### config.mk
export PLATFORM = sky130hd
export DESIGN_NAME = header_length_sum_frame_receiver_flat
export DESIGN_NICKNAME = d
export VERILOG_FILES = /design/src/sv/hlsfr_pkg.sv /design/src/sv/hlsfr_if.sv /design/src/sv/hlsfr_core.sv /design/src/sv/hlsfr_out_reg.sv /design/src/sv/header_length_sum_frame_receiver.sv /design/src/flat_wrapper.sv
export SDC_FILE = /design/constraint.sdc
export NUM_CORES = 1
export LEC_CHECK = 0
export BUFFER_PORTS_ARGS = -buffer_cell sky130_fd_sc_hd__buf_2
export CORE_ASPECT_RATIO = 1.5
export CORE_UTILIZATION = 39
export CTS_CLUSTER_DIAMETER = 80
export DETAILED_ROUTE_END_ITERATION = 7
export SETUP_SLACK_MARGIN = 0.3
export SYNTH_ARGS = -nofsm -noshare
export SYNTH_HDL_FRONTEND = slang
export SYNTH_SLANG_ARGS = --single-unit
### constraint.sdc
create_clock -name clock -period 5.6 [get_ports clock]
set_clock_uncertainty 0.15 [all_clocks]
set_input_delay 1.12 -clock clock [delete_from_list [all_inputs] [get_ports clock]]
set_output_delay 1.12 -clock clock [all_outputs]
set_load 0.03 [all_outputs]
### src/sv/hlsfr_pkg.sv
// ----------------------------------------------------------------------------
// hlsfr_pkg: shared types and constants of the frame receiver
// Marker bytes, the received-byte type and the result record.
// ----------------------------------------------------------------------------
package hlsfr_pkg;

   localparam logic [7:0] HDR_BYTE    = 8'hA5;
   localparam logic [7:0] SYNC_BYTE   = 8'h5A;
   localparam logic [7:0] HEADING_CMD = 8'hA6;
   localparam logic [7:0] MIN_LENGTH  = 8'd2;

   typedef logic [7:0] byte_type;

   typedef struct packed {
      logic        checksum_ok;
      byte_type    command;
      logic        heading_updated;
      logic [15:0] target_heading;
   } result_type;

endpackage

### src/sv/hlsfr_if.sv
// ----------------------------------------------------------------------------
// hlsfr_if: valid/ready channels of the frame receiver
// Byte request channel and frame result channel.
// ----------------------------------------------------------------------------
interface hlsfr_req_if;
   import hlsfr_pkg::*;

   logic     valid;
   logic     ready;
   byte_type rx_byte;

   modport source (output valid, output rx_byte, input ready);
   modport sink   (input valid, input rx_byte, output ready);
endinterface

interface hlsfr_rsp_if;
   import hlsfr_pkg::*;

   logic        valid;
   logic        ready;
   logic        checksum_ok;
   byte_type    command;
   logic        heading_updated;
   logic [15:0] target_heading;

   modport source (output valid, output checksum_ok, output command,
                   output heading_updated, output target_heading, input ready);
   modport sink   (input valid, input checksum_ok, input command,
                   input heading_updated, input target_heading, output ready);
endinterface

### src/sv/hlsfr_core.sv
// ----------------------------------------------------------------------------
// hlsfr_core: frame state and checksum evaluation
// Tracks the write index, the first four stored bytes and a running sum.
// ----------------------------------------------------------------------------
module hlsfr_core #(
   parameter int BUFFER_SIZE = 128
) (
   input  logic                 clock,
   input  logic                 reset,
   input  logic                 step,
   input  hlsfr_pkg::byte_type  rx_byte,
   output logic                 done,
   output hlsfr_pkg::result_type result
);
   import hlsfr_pkg::*;

   localparam int IDX_W = $clog2(BUFFER_SIZE);
   localparam logic [IDX_W-1:0] LAST_IDX = IDX_W'(BUFFER_SIZE - 1);

   logic [IDX_W-1:0] idx_ff, idx_in;
   logic             header_ff, header_in;
   byte_type         head_ff [4];
   byte_type         head_in [4];
   byte_type         acc_ff, acc_in;     // sum of bytes 0 .. idx-2
   byte_type         prev_ff, prev_in;   // byte at idx-1
   logic [15:0]      heading_ff, heading_in;

   logic             is_hdr, is_sync, restart, advance, ok, upd;
   logic [IDX_W:0]   idx_plus;
   byte_type         len;

   always_comb begin
      is_hdr   = (rx_byte == HDR_BYTE);
      is_sync  = (rx_byte == SYNC_BYTE);
      restart  = is_sync && header_ff;
      advance  = (idx_ff != LAST_IDX);
      idx_plus = {1'b0, idx_ff} + 1'b1;

      // the first four entries are kept in flops for length, command, heading
      for (int k = 0; k < 4; k++) begin
         head_in[k] = (!restart && idx_ff == IDX_W'(k)) ? rx_byte : head_ff[k];
      end
      len = head_in[0];

      done = !is_hdr && !is_sync && (9'(idx_plus) == {1'b0, len});
      ok   = (len >= MIN_LENGTH) && (acc_ff == prev_ff);
      upd  = ok && (head_in[1] == HEADING_CMD);
      heading_in = upd ? {head_in[2], head_in[3]} : heading_ff;

      header_in = is_hdr;
      if (restart || done) begin
         idx_in  = '0;
         acc_in  = '0;
         prev_in = '0;
      end else if (advance) begin
         idx_in  = idx_plus[IDX_W-1:0];
         acc_in  = acc_ff + prev_ff;
         prev_in = rx_byte;
      end else begin
         // hold at the last entry; earlier entries stay untouched
         idx_in  = idx_ff;
         acc_in  = acc_ff;
         prev_in = prev_ff;
      end

      result.checksum_ok     = ok;
      result.command         = head_in[1];
      result.heading_updated = upd;
      result.target_heading  = heading_in;
   end

   always_ff @(posedge clock) begin
      if (reset) begin
         idx_ff     <= '0;
         header_ff  <= 1'b0;
         acc_ff     <= '0;
         prev_ff    <= '0;
         heading_ff <= '0;
         for (int k = 0; k < 4; k++) begin
            head_ff[k] <= '0;
         end
      end else if (step) begin
         idx_ff     <= idx_in;
         header_ff  <= header_in;
         acc_ff     <= acc_in;
         prev_ff    <= prev_in;
         heading_ff <= (done ? heading_in : heading_ff);
         for (int k = 0; k < 4; k++) begin
            head_ff[k] <= head_in[k];
         end
      end
   end

   a_idx_bound: assert property (@(posedge clock) disable iff (reset)
      idx_ff <= LAST_IDX)
      else $error("write index beyond buffer end");

   a_done_restart: assert property (@(posedge clock) disable iff (reset)
      step && done |=> idx_ff == '0 && acc_ff == '0)
      else $error("completed frame did not restart index and sum");

   a_heading_hold: assert property (@(posedge clock) disable iff (reset)
      step && !(done && upd) |=> heading_ff == $past(heading_ff))
      else $error("heading changed without a passing heading frame");

endmodule

### src/sv/hlsfr_out_reg.sv
// ----------------------------------------------------------------------------
// hlsfr_out_reg: result output register
// Holds one frame result until the sink takes it.
// ----------------------------------------------------------------------------
module hlsfr_out_reg (
   input  logic                  clock,
   input  logic                  reset,
   input  logic                  load,
   input  hlsfr_pkg::result_type data,
   output logic                  free,
   hlsfr_rsp_if.source           rsp_ch
);
   import hlsfr_pkg::*;

   logic       valid_ff, valid_in;
   result_type data_ff;

   always_comb begin
      free = !valid_ff || rsp_ch.ready;
      if (load) begin
         valid_in = 1'b1;
      end else if (rsp_ch.ready) begin
         valid_in = 1'b0;
      end else begin
         valid_in = valid_ff;
      end
   end

   always_ff @(posedge clock) begin
      if (reset) begin
         valid_ff <= 1'b0;
      end else begin
         valid_ff <= valid_in;
      end
   end

   always_ff @(posedge clock) begin
      if (load) begin
         data_ff <= data;
      end
   end

   assign rsp_ch.valid           = valid_ff;
   assign rsp_ch.checksum_ok     = data_ff.checksum_ok;
   assign rsp_ch.command         = data_ff.command;
   assign rsp_ch.heading_updated = data_ff.heading_updated;
   assign rsp_ch.target_heading  = data_ff.target_heading;

endmodule

### src/sv/header_length_sum_frame_receiver.sv
// ----------------------------------------------------------------------------
// header_length_sum_frame_receiver: length-prefixed serial frame receiver
// Takes one received byte per transfer and reports each completed frame.
// ----------------------------------------------------------------------------
// Usage:
//   req_ch carries one received serial byte per transfer (valid/ready).
//   rsp_ch carries one result per completed frame: checksum_ok, command
//   (frame byte 1), heading_updated and the current target heading.
//   Bytes that do not complete a frame produce no transfer on rsp_ch.
// Timing: a taken byte sits in the input register, is evaluated by the core
//   and, if it completes a frame, its result is registered and shown on rsp_ch.
// Throughput: one byte per cycle unless stalled. The checksum is a running sum
//   updated as each byte is stored, so the frame check is a single compare
//   at the completing byte; the input-to-result-register path sets this.
// Reset: synchronous, active high. Clears the write index, the header flag,
//   the running sum, the stored length/command/heading bytes and the heading.
// Stall: a full result register whose transfer is not taken holds only a
//   byte that would complete a frame; other bytes keep flowing, and req_ch
//   backs up once the input register holds a completing byte.
// ----------------------------------------------------------------------------
module header_length_sum_frame_receiver #(
   parameter int BUFFER_SIZE = 128
) (
   input  logic        clock,
   input  logic        reset,
   hlsfr_req_if.sink   req_ch,
   hlsfr_rsp_if.source rsp_ch
);
   import hlsfr_pkg::*;

   // input register
   logic       s1_valid_ff, s1_valid_in;
   byte_type   s1_byte_ff;

   logic       core_done;
   result_type core_result;
   logic       out_free;
   logic       s1_go;
   logic       step;
   logic       req_fire;

   // advance the held byte unless it completes a frame and the result
   // register is still occupied
   always_comb begin
      s1_go        = !core_done || out_free;
      step         = s1_valid_ff && s1_go;
      req_ch.ready = !s1_valid_ff || s1_go;
      req_fire     = req_ch.valid && req_ch.ready;
      if (req_fire) begin
         s1_valid_in = 1'b1;
      end else if (step) begin
         s1_valid_in = 1'b0;
      end else begin
         s1_valid_in = s1_valid_ff;
      end
   end

   always_ff @(posedge clock) begin
      if (reset) begin
         s1_valid_ff <= 1'b0;
      end else begin
         s1_valid_ff <= s1_valid_in;
      end
   end

   always_ff @(posedge clock) begin
      if (req_fire) begin
         s1_byte_ff <= req_ch.rx_byte;
      end
   end

   // frame tracking and checksum compare
   hlsfr_core #(
      .BUFFER_SIZE (BUFFER_SIZE)
   ) u_core (
      .clock   (clock),
      .reset   (reset),
      .step    (step),
      .rx_byte (s1_byte_ff),
      .done    (core_done),
      .result  (core_result)
   );

   // load the result register only on the completing byte
   hlsfr_out_reg u_out_reg (
      .clock  (clock),
      .reset  (reset),
      .load   (step && core_done),
      .data   (core_result),
      .free   (out_free),
      .rsp_ch (rsp_ch)
   );

endmodule

### src/flat_wrapper.sv
// flat-port wrapper written by rule: the top's interface ports become plain ports
module header_length_sum_frame_receiver_flat import hlsfr_pkg::*;
#(
   parameter int BUFFER_SIZE = 128
)
  (clock, reset, req_ch_valid, req_ch_rx_byte, req_ch_ready, rsp_ch_valid, rsp_ch_checksum_ok, rsp_ch_command, rsp_ch_heading_updated, rsp_ch_target_heading, rsp_ch_ready);
  hlsfr_req_if req_ch_i ();
  hlsfr_rsp_if rsp_ch_i ();
  input  logic clock;
  input  logic reset;
  input wire logic [$bits(req_ch_i.valid)-1:0] req_ch_valid;
  input wire logic [$bits(req_ch_i.rx_byte)-1:0] req_ch_rx_byte;
  output wire logic [$bits(req_ch_i.ready)-1:0] req_ch_ready;
  output wire logic [$bits(rsp_ch_i.valid)-1:0] rsp_ch_valid;
  output wire logic [$bits(rsp_ch_i.checksum_ok)-1:0] rsp_ch_checksum_ok;
  output wire logic [$bits(rsp_ch_i.command)-1:0] rsp_ch_command;
  output wire logic [$bits(rsp_ch_i.heading_updated)-1:0] rsp_ch_heading_updated;
  output wire logic [$bits(rsp_ch_i.target_heading)-1:0] rsp_ch_target_heading;
  input wire logic [$bits(rsp_ch_i.ready)-1:0] rsp_ch_ready;
  assign req_ch_i.valid = req_ch_valid;
  assign req_ch_i.rx_byte = req_ch_rx_byte;
  assign req_ch_ready = req_ch_i.ready;
  assign rsp_ch_valid = rsp_ch_i.valid;
  assign rsp_ch_checksum_ok = rsp_ch_i.checksum_ok;
  assign rsp_ch_command = rsp_ch_i.command;
  assign rsp_ch_heading_updated = rsp_ch_i.heading_updated;
  assign rsp_ch_target_heading = rsp_ch_i.target_heading;
  assign rsp_ch_i.ready = rsp_ch_ready;
  header_length_sum_frame_receiver #(.BUFFER_SIZE(BUFFER_SIZE)) u_core (.clock(clock), .reset(reset), .req_ch(req_ch_i), .rsp_ch(rsp_ch_i));
endmodule
# Word level (Yosys, flattened, before mapping)
# Memories as Yosys holds them, arrays and structs flattened.
# Cells that the tools add are included.
# W data, S select, Z words.
[word_totals]
register_bits = 76
mem_bits_rw = 32
in_bits = 12
out_inout_bits = 28
word_cells = 81
n_memories = 1
[memory_table]
columns = ["name", "depth", "word_bits", "rd", "rd_clocked_by_memory_dff", "write_ports", "line_no", "text"]
rows = [
  ["u_core.u_core.head_ff", 4, 8, 4, 0, 4, "hlsfr_core.sv:22", "byte_type head_ff [4];"],
]
[classes]
n_addsub = 2
order_cmp = 1
n_eq_ne = 9
muxes = 24
bitwise = 4
n_reduce_logical = 28
[ops]
columns = ["op", "n"]
rows = [
  ["$mux W8", 12],
  ["$eq A8 B8 Y1", 2],
  ["$eq A8 B8 Y1 const B", 2],
  ["$mux W16", 1],
  ["$eq A7 B2 Y1 const B", 2],
  ["$mux W7", 2],
  ["$logic_and A1 B1 Y1", 12],
  ["$mux W1", 9],
  ["$add A7 B1 Y8 const B", 1],
  ["$add A8 B8 Y8", 1],
  ["$eq A8 B7 Y1 const B", 1],
  ["$ge A8 B2 Y1 const B", 1],
  ["$eq A7 B1 Y1 const B", 1],
  ["$logic_not A7 Y1", 1],
  ["$ne A7 B7 Y1 const B", 1],
  ["$logic_not A1 Y1", 6],
  ["$reduce_bool A2 Y1", 3],
  ["$logic_or A1 B1 Y1", 4],
  ["$or A1 B1 Y1", 4],
  ["$reduce_and A2 Y1", 2],
]

# Longest topological paths before layout
# Gate-level depths: netlist of the first run.
[depth]
word_depth = 14
mapped_depth = 14
depth_no_buf = 11

# Modules after synthesis
# A second synthesis of the first run with hierarchy kept.
[hier_totals]
hier_cells = 451
hier_area_um2 = 5225.0
[modules_own_cells]
columns = ["module", "instances", "cells_per_inst", "area_per_inst_um2", "seq_area_each_um2"]
rows = [
  ["hlsfr_core", 1, 405, 4077.7, 1761.7],
  ["hlsfr_out_reg", 1, 30, 827.0, 800.8],
  ["header_length_sum_frame_receiver", 1, 16, 320.3, 260.2],
]

# Least setup slack after synthesis of the first run
# Ideal clock, no wire load.
[synth_path]
path_type = "reg-to-reg"
start = "register u_core.u_core.idx_ff[0]"
end = "register u_core.u_out_reg.data_ff (netlist bit u_core.u_out_reg.rsp_ch.checksum_ok), enable pin"
t_arrival_ps = 3387
path_slack_ps = 1654
stages_incl_launch_ff = 11
path_buffers = 0
synth_period_minus_slack_ps = 3946
cell_sequence = "dfxtp_1 inv_1 ha_1 nor3b_1 nand2_1 or4_4 nand3_1 nand3_1 nor4_1 nand2_1 nor2_1"
[synth_via]
elab_chain_cells = 9
[synth_rtl]
columns = ["element", "line_no", "text"]
rows = [
  ["from (decl)", "hlsfr_core.sv:20", "logic [IDX_W-1:0] idx_ff, idx_in;"],
  ["from (signal assigned)", "hlsfr_core.sv:83", "idx_ff <= idx_in;"],
  ["parallel branches: the longest is 3 deep, another holds $add A7 B1 Y8", "--", ""],
  ["$eq A8 B8 Y1 (*)", "hlsfr_core.sv:45", "done = !is_hdr && !is_sync && (9'(idx_plus) == {1'b0, len});"],
  ["$logic_and A1 B1 Y1 (*)", "hlsfr_core.sv:45", ""],
  ["$logic_not A1 Y1", "header_length_sum_frame_receiver.sv:45", "s1_go = !core_done || out_free;"],
  ["$logic_or A1 B1 Y1", "header_length_sum_frame_receiver.sv:45", ""],
  ["$logic_and A1 B1 Y1", "header_length_sum_frame_receiver.sv:46", "step = s1_valid_ff && s1_go;"],
  ["$logic_and A1 B1 Y1 (*)", "header_length_sum_frame_receiver.sv:88", ".load (step && core_done),"],
  ["net u_core.u_out_reg.load", "hlsfr_out_reg.sv:8", "input logic load,"],
  ["to (signal assigned)", "hlsfr_out_reg.sv:39", "data_ff <= data;"],
  ["to (decl)", "hlsfr_out_reg.sv:16", "result_type data_ff;"],
]
# Mark *: on every way through the listed nets, which the timed path passes.
# A chain may end at the register's enable or synchronous reset.

# Final worst setup path of the first run
[layout_path]
start = "register u_core.u_core.idx_ff[0]"
end = "output req_ch_ready"
[layout_via]
elab_chain_cells = 8
[layout_rtl]
columns = ["element", "line_no", "text"]
rows = [
  ["parallel branches: the longest is 3 deep, another holds $add A7 B1 Y8", "--", ""],
  ["$eq A8 B8 Y1 (*)", "hlsfr_core.sv:45", ""],
  ["$logic_and A1 B1 Y1 (*)", "hlsfr_core.sv:45", ""],
  ["$logic_not A1 Y1 (*)", "header_length_sum_frame_receiver.sv:45", ""],
  ["$logic_or A1 B1 Y1 (*)", "header_length_sum_frame_receiver.sv:45", ""],
  ["$logic_or A1 B1 Y1 (*)", "header_length_sum_frame_receiver.sv:47", "req_ch.ready = !s1_valid_ff || s1_go;"],
  ["to (decl)", "flat_wrapper.sv:13", "output wire logic [$bits(req_ch_i.ready)-1:0] req_ch_ready;"],
]
# Every way passes the cells marked *.

==> summary.md, run 1 <==
| Metric | Value |
|---|---|
| Vias in the first global route | `roughly 3,900` |
| Crit path time final | `4.94 ns` |
| Complex-gate fraction of the synthesized area | `under 10%` |
| Reg2reg start | `u_core.u_core.idx_ff[0]` |
| # resized after CTS | `0` |
| Most used DFF post-synth | `edfxtp_1` |
| Fin. Hold Viols | `0` |
| Largest family of logic cells by synthesized area | `simple AND/OR/NAND/NOR gates` |
| R2r setup slk | `~1.4 ns` |
| Part of the cycle the worst path needs | `about nine tenths` |
| Die X | `slightly below 100 um` |
| Clock Tree Buf Depth | `2` |
| Hold buffers post-CTS | `0` |
| Hold Slack | `roughly 0.31 ns` |
| Fraction of the mapped netlist area in simple logic gates | `about 20%` |
| Layout cells sized above 1 | `22.6%` |
| PwrDens | `roughly 280 nW/um^2` |
| Post-Syn Nets | `roughly 510` |
| Number of routed nets with antenna violations | `0` |
| Setup_tns | `0 ns` |
| DRT Pass-1 Iters | `4` |
| Postcts setup bufs | `0` |
| Post-synthesis sequential area ratio | `a little over 50%` |
| Number of library cell types mapped by synthesis | `70` |
| Rows | `52` |
| RSZ-0062 raised after global routing | `false` |
| Final std cell area, no fill | `approximately 6000 um^2` |
| Xor and xnor fraction of the mapped netlist area | `roughly 2.4%` |
| Worst Hold Class | `flip-flop to flip-flop` |
| Root Driver | `clkbuf_16` |
| Synthesized area | `between 5000 and 6000 um^2` |
| Crit. Startpoint | `u_core.u_core.idx_ff[0]` |
| Slew Viols, Final | `0` |
| DR iter-0 viols | `between 200 and 250` |
| CTS clk-pin slew, worst paths | `0.07 ns` |
| FMAX | `a little over 200 MHz` |
| Via Count | `3,851` |
| Startpoint types | `flip-flop` |
| Worst setup path class | `flip-flop to output pin` |
| First-pass GRT wire length | `21,600 um` |
| FFs w/ async S/R, synth | `0%` |
| CP endpoint kind | `output pin` |
| Post-synthesis adder-cell area fraction | `approximately 2.9%` |
| Number of synthesis warnings | `0` |
| Clk Latency, worst-skew pair | `about 0.35 ns` |
| Relative slew slack | `about 27%` |
| Area Overhead vs Synth | `9.59%` |
| Initial Utilization | `a little over 40%` |
| Ant diodes | `0` |
| Mux cell area share after synthesis | `approximately 11%` |
| Yosys reg bits | `roughly 110` |
| Initial antenna violation count | `0` |
| Drc violations | `0` |
| CP arrival | `between 3 and 4 ns` |
| Post-synth EDFFs | `66` |
| Core Area | `~14,000 um^2` |
| Crit path capture | `req_ch_ready` |
| Post-Route WL | `roughly 14,000 um` |
| Final setup violation count | `0` |
| Worst r2r path cells | `12` |
| CTS buffer count | `9` |
| IO Count | `40` |
| Synthesized instance count | `just under 500` |
| Drt via density | `approximately 5.7` |
| Placed cell area | `about 5700 um^2` |
| Syn avg cell area | `11.3 um^2` |
| Final total power | `1700 uW` |
| Largest net degree at the start of global routing | `34` |
| Reg2reg end | `u_core.u_core.idx_ff[2]` |
| Clock sinks | `between 100 and 150` |
| GRT overflow | `0` |
| Layout Nets | `roughly 540` |
| CTS tree | `done` |
| Final HPWL DP | `around 9400 um` |
| Tot GR Track Use | `between 10% and 20%` |
| Slew at the pin closest to its max-slew limit | `between 1 and 1.5 ns` |
| Leak pwr | `between 0.002 and 0.0025 uW` |
| Status | `finished, final reports clean` |
| Worst VDD drop | `0.193 mV` |
| # port buffers | `39` |
| Max_cap viols | `0` |
| DR WL/cell | `roughly 20 um` |
| Worst endpoint required time | `4.33 ns` |
| GP Congestion | `just over 0.8` |
| Htree depth | `3` |
| CP max FO | `7` |
| Area of the die | `~15,000 um^2` |
| Die height | `147 um` |
## per-stage QoR
step | util, % | std cells | setup WS, ns
3_3_place_gp | 42.2 | 663 | 0.858
3_5_place_dp | 42.2 | 663 | 1.08
2_1_floorplan | - | 487 | 1.65
4_1_cts | 44.2 | 679 | 0.674
6_report | 44.2 | 679 | 0.657
5_1_grt | 44.2 | 679 | 0.392
## synth_stat cells (2+ instances only)
cell,number,area (um^2)
o41ai_1,2,17.5
a21oi_1,17,85.1
edfxtp_1,66,1980
or3_1,7,43.8
clkbuf_1,14,52.6
and4b_1,4,40.0
nor2_1,31,116
and3_1,31,194
or4_1,2,15.0
xnor2_1,10,87.6
nor4_1,5,31.3
a31oi_1,4,25.0
mux2i_1,18,180
dfxtp_1,42,841
o21ai_0,18,90.1
mux2_2,37,417
nor3_1,8,40.0
nand2_1,29,109
a21o_1,6,45.0
nand4_1,6,37.5
or2_2,2,12.5
nor4bb_1,2,20.0
buf_6,10,113
nand3_1,40,200
xor2_1,5,43.8
o21a_1,2,15.0
and4_4,2,22.5
ha_1,11,138
inv_1,9,33.8
buf_2,3,15.0
nor2b_1,3,18.8
o21ai_1,3,15.0
## cells by family (layout without fill, tap and decap cells)
logic type	Yosys count	after routing
xor+xnor	15	15
mux	57	57
flops	108	108
simple gates	189	189
buf+inv	40	70
compound gates	66	66
fa+ha+maj	12	12
## placed cells by master, fill, tap and decap left out, drive strengths merged, types with 3 or more instances in the layout
| cell | instances |
|---|---|
| dfxtp | 42 |
| nor2 | 32 |
| nor3 | 9 |
| edfxtp | 66 |
| o21ai | 21 |
| nand2 | 31 |
| nor2b | 3 |
| or2 | 3 |
| and4b | 4 |
| ha | 11 |
| buf | 44 |
| nand3 | 41 |
| mux2i | 18 |
| nor4 | 5 |
| or3 | 8 |
| or4 | 3 |
| a31oi | 5 |
| clkbuf | 11 |
| nand4 | 6 |
| xnor2 | 10 |
| mux2 | 39 |
| xor2 | 5 |
| a21oi | 17 |
| a21o | 6 |
| inv | 13 |
| and3 | 32 |
## flip-flops by register name, summed over array words and instances (netlist names)
signal	flops
u_core.u_core.head_ff	32
u_core.s1_valid_ff	1
u_core.u_core.idx_ff	7
u_core.u_out_reg.rsp_ch.checksum_ok	1
u_core.u_out_reg.rsp_ch.valid	1
u_core.u_core.prev_ff	8
u_core.u_core.acc_ff	8
u_core.u_core.heading_ff	16
u_core.u_out_reg.rsp_ch.command	8
u_core.u_out_reg.rsp_ch.heading_updated	1
u_core.s1_byte_ff	8
u_core.u_out_reg.rsp_ch.target_heading	16
u_core.u_core.header_ff	1
## routing by layer
metal	routed length [um]	GRT usage [%]	up-vias	share of wire [%]
li1	-	-	1862	-
met1	5830	23.6	1900	43
met2	7030	34.1	67	52
met3	325	3.09	22	2.4
met4	351	7.99	0	2.6
met5	0	0	-	0
## report_power, final
part           internal (uW)  total [uW]  switching (uW)
Combinational           70.2         178             108
Sequential               872         901            28.5
Clock                    320         621             301
Total                   1260        1700             438
## layout make-up
class / count / area, um^2
Clock buffer: 11 / 243
Clock inverter: 5 / 40.0
Fill cell: 1249 / 7580
Inverter: 10 / 37.5
Multi-Input combinational cell: 339 / 2440
Sequential cell: 108 / 2820
Tap cell: 162 / 203
Timing Repair Buffer: 44 / 233
## critical path: stages, from the launching register on
cell	delay, ns
dfxtp_1	0.39
inv_1	0.16
ha_1	0.24
nor3b_1	0.48
nand2_1	0.31
o21ai_0	0.39
a21o_1	0.18
nand3_1	0.07
nor4_1	0.66
nand3_1	0.21
buf_2	0.23
## worst min path at each step
stage | slack (ns) | startpoint | cells after the start | end
floorplan | 0.29 | u_core.u_core.acc_ff[2] | 2 | u_core.u_core.acc_ff[2]
global placement | 0.29 | u_core.u_core.acc_ff[4] | 2 | u_core.u_core.acc_ff[4]
detailed placement | 0.31 | u_core.u_core.acc_ff[3] | 2 | u_core.u_core.acc_ff[3]
CTS | 0.32 | u_core.u_core.acc_ff[2] | 2 | u_core.u_core.acc_ff[2]
global route | 0.33 | u_core.u_core.acc_ff[3] | 2 | u_core.u_core.acc_ff[3]
finish | 0.31 | u_core.u_core.acc_ff[3] | 2 | u_core.u_core.acc_ff[3]
(Power assumes the default switching activity.)
==> run 2, diff against run 1 <==
Settings changed: BUFFER_PORTS_ARGS -buffer_cell sky130_fd_sc_hd__buf_2 to -buffer_cell sky130_fd_sc_hd__clkbuf_2, CTS_BUF_LIST set to sky130_fd_sc_hd__clkbuf_4.
==> summary.md, run 2 (synthesis results as in run 1) <==
| Metric | Value |
|---|---|
| CP max FO | `10 (was 7)` |
| Via Count | `3,839 (was 3,851)` |
| CP arrival | `3.46 ns (was 3.67 ns)` |
| Area Overhead vs Synth | `7.06% (was 9.59%)` |
| Vias in the first global route | `3,828 (was 3,940)` |
| Crit. Startpoint | `u_core.s1_byte_ff[7] (was u_core.u_core.idx_ff[0])` |
| Crit-path slowest cell | `edfxtp_1 (was nor4_1)` |
| Max_cap viols | `0 (unchanged)` |
| Fin. Hold Viols | `0 (unchanged)` |
| R2r setup slk | `1.29 ns (was 1.36 ns)` |
| Max reg flops | `32 (unchanged)` |
| RSZ-0062 raised after global routing | `false (unchanged)` |
| GP Congestion | `0.863 (was 0.827)` |
| CP cell instances | `nor4b_4 -> and3_1 -> nor3_1 -> nor3_1 -> nand3_1 -> nor4_1 -> nand3_1 -> clkbuf_2 (was inv_1 -> ha_1 -> nor3b_1 -> nand2_1 -> o21ai_0 -> a21o_1 -> nand3_1 -> nor4_1 -> nand3_1 -> buf_2)` |
| Drt via density | `5.64 (was 5.67)` |
| DR WL/cell | `18.8 um (was 19.9 um)` |
| FMAX | `211 MHz (was 202 MHz)` |
| CP endpoint kind | `output pin (unchanged)` |
| Dpl cells | `664 (was 663)` |
| DR iter-0 viols | `358 (was 234)` |
| Die height | `147 um (unchanged)` |
| Final instance count without filler cells | `681 (was 679)` |
| Clock Tree Buf Depth | `2 (unchanged)` |
| Status | `finished, final reports clean (unchanged)` |
| Worst setup path class | `flip-flop to output pin (unchanged)` |
| Htree depth | `3 (unchanged)` |
| Worst VDD drop | `0.172 mV (was 0.193 mV)` |
| CTS buffer count | `9 (unchanged)` |
| Most frequent cells in the layout | `edfxtp_1 (66), dfxtp_1 (42), nand3_1 (40) (unchanged)` |
| Rows | `52 (unchanged)` |
| Leak pwr | `0.00239 uW (was 0.00242 uW)` |
| Commonest non-fill, non-tap cell in the layout | `edfxtp_1 (unchanged)` |
| Tot GR Track Use | `18.4% (was 19.4%)` |
| Reg2reg start | `u_core.s1_byte_ff[7] (was u_core.u_core.idx_ff[0])` |
| Initial Utilization | `40.4% (unchanged)` |
| Relative slew slack | `31.8% (was 27.1%)` |
| Initial antenna violation count | `1 (was 0)` |
| Crit path time final | `4.73 ns (was 4.94 ns)` |
| Crit path capture | `req_ch_ready (unchanged)` |
| Final HPWL DP | `8760 um (was 9430 um)` |
| Worst r2r path cells | `9 (was 12)` |
| Post-Route WL | `12,800 um (was 13,500 um)` |
| Worst endpoint required time | `4.33 ns (about the same)` |
| Setup_tns | `0 ns (unchanged)` |
| Root Driver | `clkbuf_4 (was clkbuf_16)` |
| DRT Pass-1 Iters | `5 (was 4)` |
| Number of routed nets with antenna violations | `0 (unchanged)` |
| Die X | `98.9 um (unchanged)` |
| Postcts setup bufs | `0 (unchanged)` |
| Slew Viols, Final | `0 (unchanged)` |
| CTS clk-pin slew, worst paths | `0.17 ns (was 0.07 ns)` |
| Hold buffers post-CTS | `0 (unchanged)` |
| Crit-path max cell delay | `0.62 ns (was 0.66 ns)` |
| Layout Nets | `537 (was 536)` |
| PwrDens | `249 nW/um^2 (was 283 nW/um^2)` |
| Final std cell area, no fill | `5880 um^2 (was 6020 um^2)` |
| Layout cells sized above 1 | `22.8% (was 22.6%)` |
| Worst Hold Class | `flip-flop to flip-flop (unchanged)` |
| Largest reg by FF count | `u_core.u_core.head_ff (unchanged)` |
| Reg2reg end | `u_core.u_core.heading_ff[15] (was u_core.u_core.idx_ff[2])` |
| Slew at the pin closest to its max-slew limit | `1.02 ns (was 1.09 ns)` |
| Drc violations | `0 (unchanged)` |
| Clock sinks | `108 (unchanged)` |
| # resized after CTS | `0 (unchanged)` |
| Placed cell area | `5740 um^2 (was 5730 um^2)` |
| GRT overflow | `0 (unchanged)` |
| Startpoint types | `flip-flop (unchanged)` |
| Clk Latency, worst-skew pair | `0.48 ns (was 0.35 ns)` |
| Final setup violation count | `0 (unchanged)` |
| # port buffers | `39 (unchanged)` |
| Part of the cycle the worst path needs | `84.4% (was 88.3%)` |
| First-pass GRT wire length | `20,400 um (was 21,600 um)` |
| IO Count | `40 (unchanged)` |
| CTS tree | `done (unchanged)` |
| Area of the die | `14,600 um^2 (unchanged)` |
| Largest net degree at the start of global routing | `39 (was 34)` |
| Worst Hold Path Cells | `2 (unchanged)` |
| Core Area | `13,600 um^2 (unchanged)` |
-- run 2: area by class of cell --
type                            instances  area [um^2]
Tap cell                              162          203
Fill cell                            1282         7720
Antenna cell                            1         2.50
Inverter                               10         37.5
Multi-Input combinational cell        339         2440
Clock buffer                            9         67.6
Clock inverter                          7         66.3
Timing Repair Buffer                   45          240
Sequential cell                       108         2820
-- run 2: how the worst min path moves through the flow --
stage	from	endpoint	slack, ns
floorplan	u_core.u_core.acc_ff[2]	u_core.u_core.acc_ff[2]	0.29
global placement	u_core.u_core.acc_ff[3]	u_core.u_core.acc_ff[3]	0.30
detailed placement	u_core.u_core.acc_ff[6]	u_core.u_core.acc_ff[6]	0.30
CTS	u_core.u_core.acc_ff[6]	u_core.u_core.acc_ff[6]	0.32
global route	u_core.u_core.acc_ff[5]	u_core.u_core.acc_ff[5]	0.35
finish	u_core.u_core.acc_ff[6]	u_core.u_core.acc_ff[6]	0.32
-- run 2: power by group --
part	internal (uW)	leakage (uW)	switching (uW)
Sequential	873	0.000961	28.9
Combinational	70.4	0.00136	104
Clock	103	0.0000751	287
Total	1050	0.00239	420
-- run 2: critical path: cells and delay by family, from the launching register on --
kind                   cells  cell delay [ns]
buffers and inverters      1             0.22
and+or+nand+nor            7             2.14
DFF                        1             0.62
-- run 2: per-layer routing --
metal	up-vias	part of all wire (%)	global-route usage, %
met5	-	0	0
met4	0	2.5	7.01
met3	18	4.3	3.00
met2	94	52	32.5
met1	1860	42	22.3
li1	1867	-	-
-- run 2: per-stage QoR --
| stage | setup slack [ns] | power [uW] | hold WS [ns] | utilization, % |
|---|---|---|---|---|
| after global placement | 1.31 | 1090 | 0.295 | 42.2 |
| final | 0.872 | 1470 | 0.318 | 43.2 |
| after detailed placement | 1.28 | 1100 | 0.301 | 42.2 |
| after global routing | 0.560 | 1530 | 0.352 | 43.2 |
| after floorplan | 1.65 | 1040 | 0.286 | - |
| after CTS | 0.796 | 1490 | 0.322 | 43.2 |
==> run 3, diff against run 2 <==
Clock period 5.6 ns to 4.6 ns, I/O delays scaled along.
==> summary.md, run 3 (synthesis results as in run 1) <==
| Metric | Value |
|---|---|
| Final HPWL DP | `9160 um (was 8760 um)` |
| Setup_tns | `0 ns (unchanged)` |
| CP arrival | `3.06 ns (was 3.46 ns)` |
| Largest reg by FF count | `u_core.u_core.head_ff (unchanged)` |
| Tot GR Track Use | `19.0% (was 18.4%)` |
| Max reg flops | `32 (unchanged)` |
| Commonest non-fill, non-tap cell in the layout | `edfxtp_1 (unchanged)` |
| Worst setup path class | `flip-flop to output pin (unchanged)` |
| Clock sinks | `108 (unchanged)` |
| Post-Route WL | `13,200 um (was 12,800 um)` |
| Die X | `98.9 um (unchanged)` |
| Root Driver | `clkbuf_4 (unchanged)` |
| Layout cells sized above 1 | `26.1% (was 22.8%)` |
| FMAX | `242 MHz` |
| Startpoint types | `flip-flop (unchanged)` |
| Crit-path slowest cell | `or4_4 (was edfxtp_1)` |
| DR WL/cell | `19.0 um (was 18.8 um)` |
| Slew at the pin closest to its max-slew limit | `0.786 ns (was 1.02 ns)` |
| Worst Slack Setup Final | `0.472 ns (was 0.872 ns)` |
| Status | `finished, final reports clean (unchanged)` |
| R2r setup slk | `0.87 ns (was 1.29 ns)` |
| Worst Hold Class | `flip-flop to flip-flop (unchanged)` |
| Most frequent cells in the layout | `edfxtp_1 (66), dfxtp_1 (41), nand3_1 (40) (was edfxtp_1 (66), dfxtp_1 (42), nand3_1 (40))` |
| Relative slew slack | `47.6% (was 31.8%)` |
| DR iter-0 viols | `311 (was 358)` |
| Fin util | `44.6% (was 43.2%)` |
| Clock Tree Buf Depth | `2 (unchanged)` |
| Fin. Hold Viols | `0 (unchanged)` |
| Crit-path max cell delay | `0.52 ns (was 0.62 ns)` |
| Final setup violation count | `0 (unchanged)` |
| Worst VDD drop | `0.207 mV (was 0.172 mV)` |
| Area of the die | `14,600 um^2 (unchanged)` |
| Clk Latency, worst-skew pair | `0.48 ns (about the same)` |
| Initial Utilization | `40.4% (unchanged)` |
| Area Overhead vs Synth | `10.5% (was 7.06%)` |
| DRT Pass-1 Iters | `7 (was 5)` |
| Layout Nets | `551 (was 537)` |
| Largest net degree at the start of global routing | `34 (was 39)` |
| GP Congestion | `0.927 (was 0.863)` |
| Crit path time final | `between 4 and 5 ns` |
| Part of the cycle the worst path needs | `approximately nine tenths` |
| Leak pwr | `0.00249 uW (was 0.00239 uW)` |
| Drt via density | `5.63 (was 5.64)` |
| CP endpoint kind | `output pin (unchanged)` |
| Most used cell, CP | `nand3_1` |
| RSZ-0062 raised after global routing | `false (unchanged)` |
| Max_cap viols | `0 (unchanged)` |
| Worst endpoint required time | `3.53 ns (was 4.33 ns)` |
| Slew Viols, Final | `0 (unchanged)` |
| Largest delay share family, worst path | `simple AND/OR/NAND/NOR gates (unchanged)` |
| CTS buffer count | `9 (unchanged)` |
| Drc violations | `0 (unchanged)` |
| CTS tree | `done (unchanged)` |
| IO Count | `40 (unchanged)` |
| Bufs and invs on worst path | `2 (was 1)` |
| Via Count | `3,914 (was 3,839)` |
| Core Area | `13,600 um^2 (unchanged)` |
| Rows | `52 (unchanged)` |
| # port buffers | `39 (unchanged)` |
| Die height | `147 um (unchanged)` |
| Filler cells | `1,270 (was 1,282)` |
| Vias in the first global route | `3,908 (was 3,828)` |
| Hold buffers post-CTS | `0 (unchanged)` |
| Number of routed nets with antenna violations | `0 (unchanged)` |
| CTS clk-pin slew, worst paths | `0.18 ns (was 0.17 ns)` |
| Htree depth | `3 (unchanged)` |
| CP max FO | `7 (was 10)` |
| PwrDens | `315 nW/um^2 (was 249 nW/um^2)` |
| First-pass GRT wire length | `20,900 um (was 20,400 um)` |
| Pre-CTS WS | `0.526 ns (was 1.28 ns)` |
| Initial antenna violation count | `1 (unchanged)` |
| CP cell instances | `inv_2 -> ha_1 -> nor3b_4 -> nand2_2 -> or4_4 -> nand3_1 -> nand3_1 -> nor4_4 -> nand3_1 -> buf_2 (was nor4b_4 -> and3_1 -> nor3_1 -> nor3_1 -> nand3_1 -> nor4_1 -> nand3_1 -> clkbuf_2)` |
| GRT overflow | `0 (unchanged)` |
[run 3: worst min-delay path, stage by stage, from the launching register on]
cell     delay (ns)
dfxtp_1        0.35
nand2_1        0.05
a21oi_1        0.05
[run 3: per-layer routing]
layer | share of wire, % | vias up | wire length (um) | global-route usage [%]
met2 | 52 | 90 | 6910 | 34.1
met5 | 0 | - | 0 | 0
met1 | 41 | 1910 | 5480 | 22.4
met4 | 3.0 | 0 | 400 | 8.58
met3 | 3.2 | 21 | 429 | 2.47
li1 | - | 1893 | - | -
[run 3: report_power, final]
part	leakage [uW]	internal [uW]	switching, uW	total [uW]
Sequential	0.000961	1060	20.5	1080
Clock	0.0000928	230	351	581
Combinational	0.00143	97.9	149	247
[run 3: final timing paths]
path | from | end | depth (start not counted)
max reg2reg | u_core.s1_byte_ff[7] | u_core.u_core.heading_ff[8] | 9
min reg2reg | u_core.u_core.acc_ff[6] | u_core.u_core.acc_ff[6] | 2
min | u_core.u_core.acc_ff[6] | u_core.u_core.acc_ff[6] | 2
max | u_core.u_core.idx_ff[0] | req_ch_ready | 10
[run 3: through the flow]
stage,cell area [um^2],hold slack [ns],cells,power [uW]
floorplan,5490,0.286,487,1270
global placement,5830,0.297,676,1340
finish,6060,0.326,695,1910
global route,6060,0.358,695,1990
detailed placement,5830,0.306,676,1340
CTS,6020,0.328,692,1920
[run 3: area by class of cell]
class                           instances  area (um^2)  area share, %
Antenna cell                            1         2.50         0.0413
Clock buffer                            9         67.6           1.11
Clock inverter                          7          109           1.79
Inverter                               10         37.5          0.619
Multi-Input combinational cell        339         2480           40.8
Sequential cell                       108         2820           46.6
Tap cell                              162          203           3.34
Timing Repair Buffer                   59          345           5.69
[run 3: what timing repair did]
action | 4_1_cts | 5_1_grt
setup endpoints to repair | 1 | 1
buffers inserted | 0 | 2
cloned | 0 | 0
gates resized for setup | 3 | 9
endpoints found under the hold margin | 0 | 0
pin swaps | 1 | 2
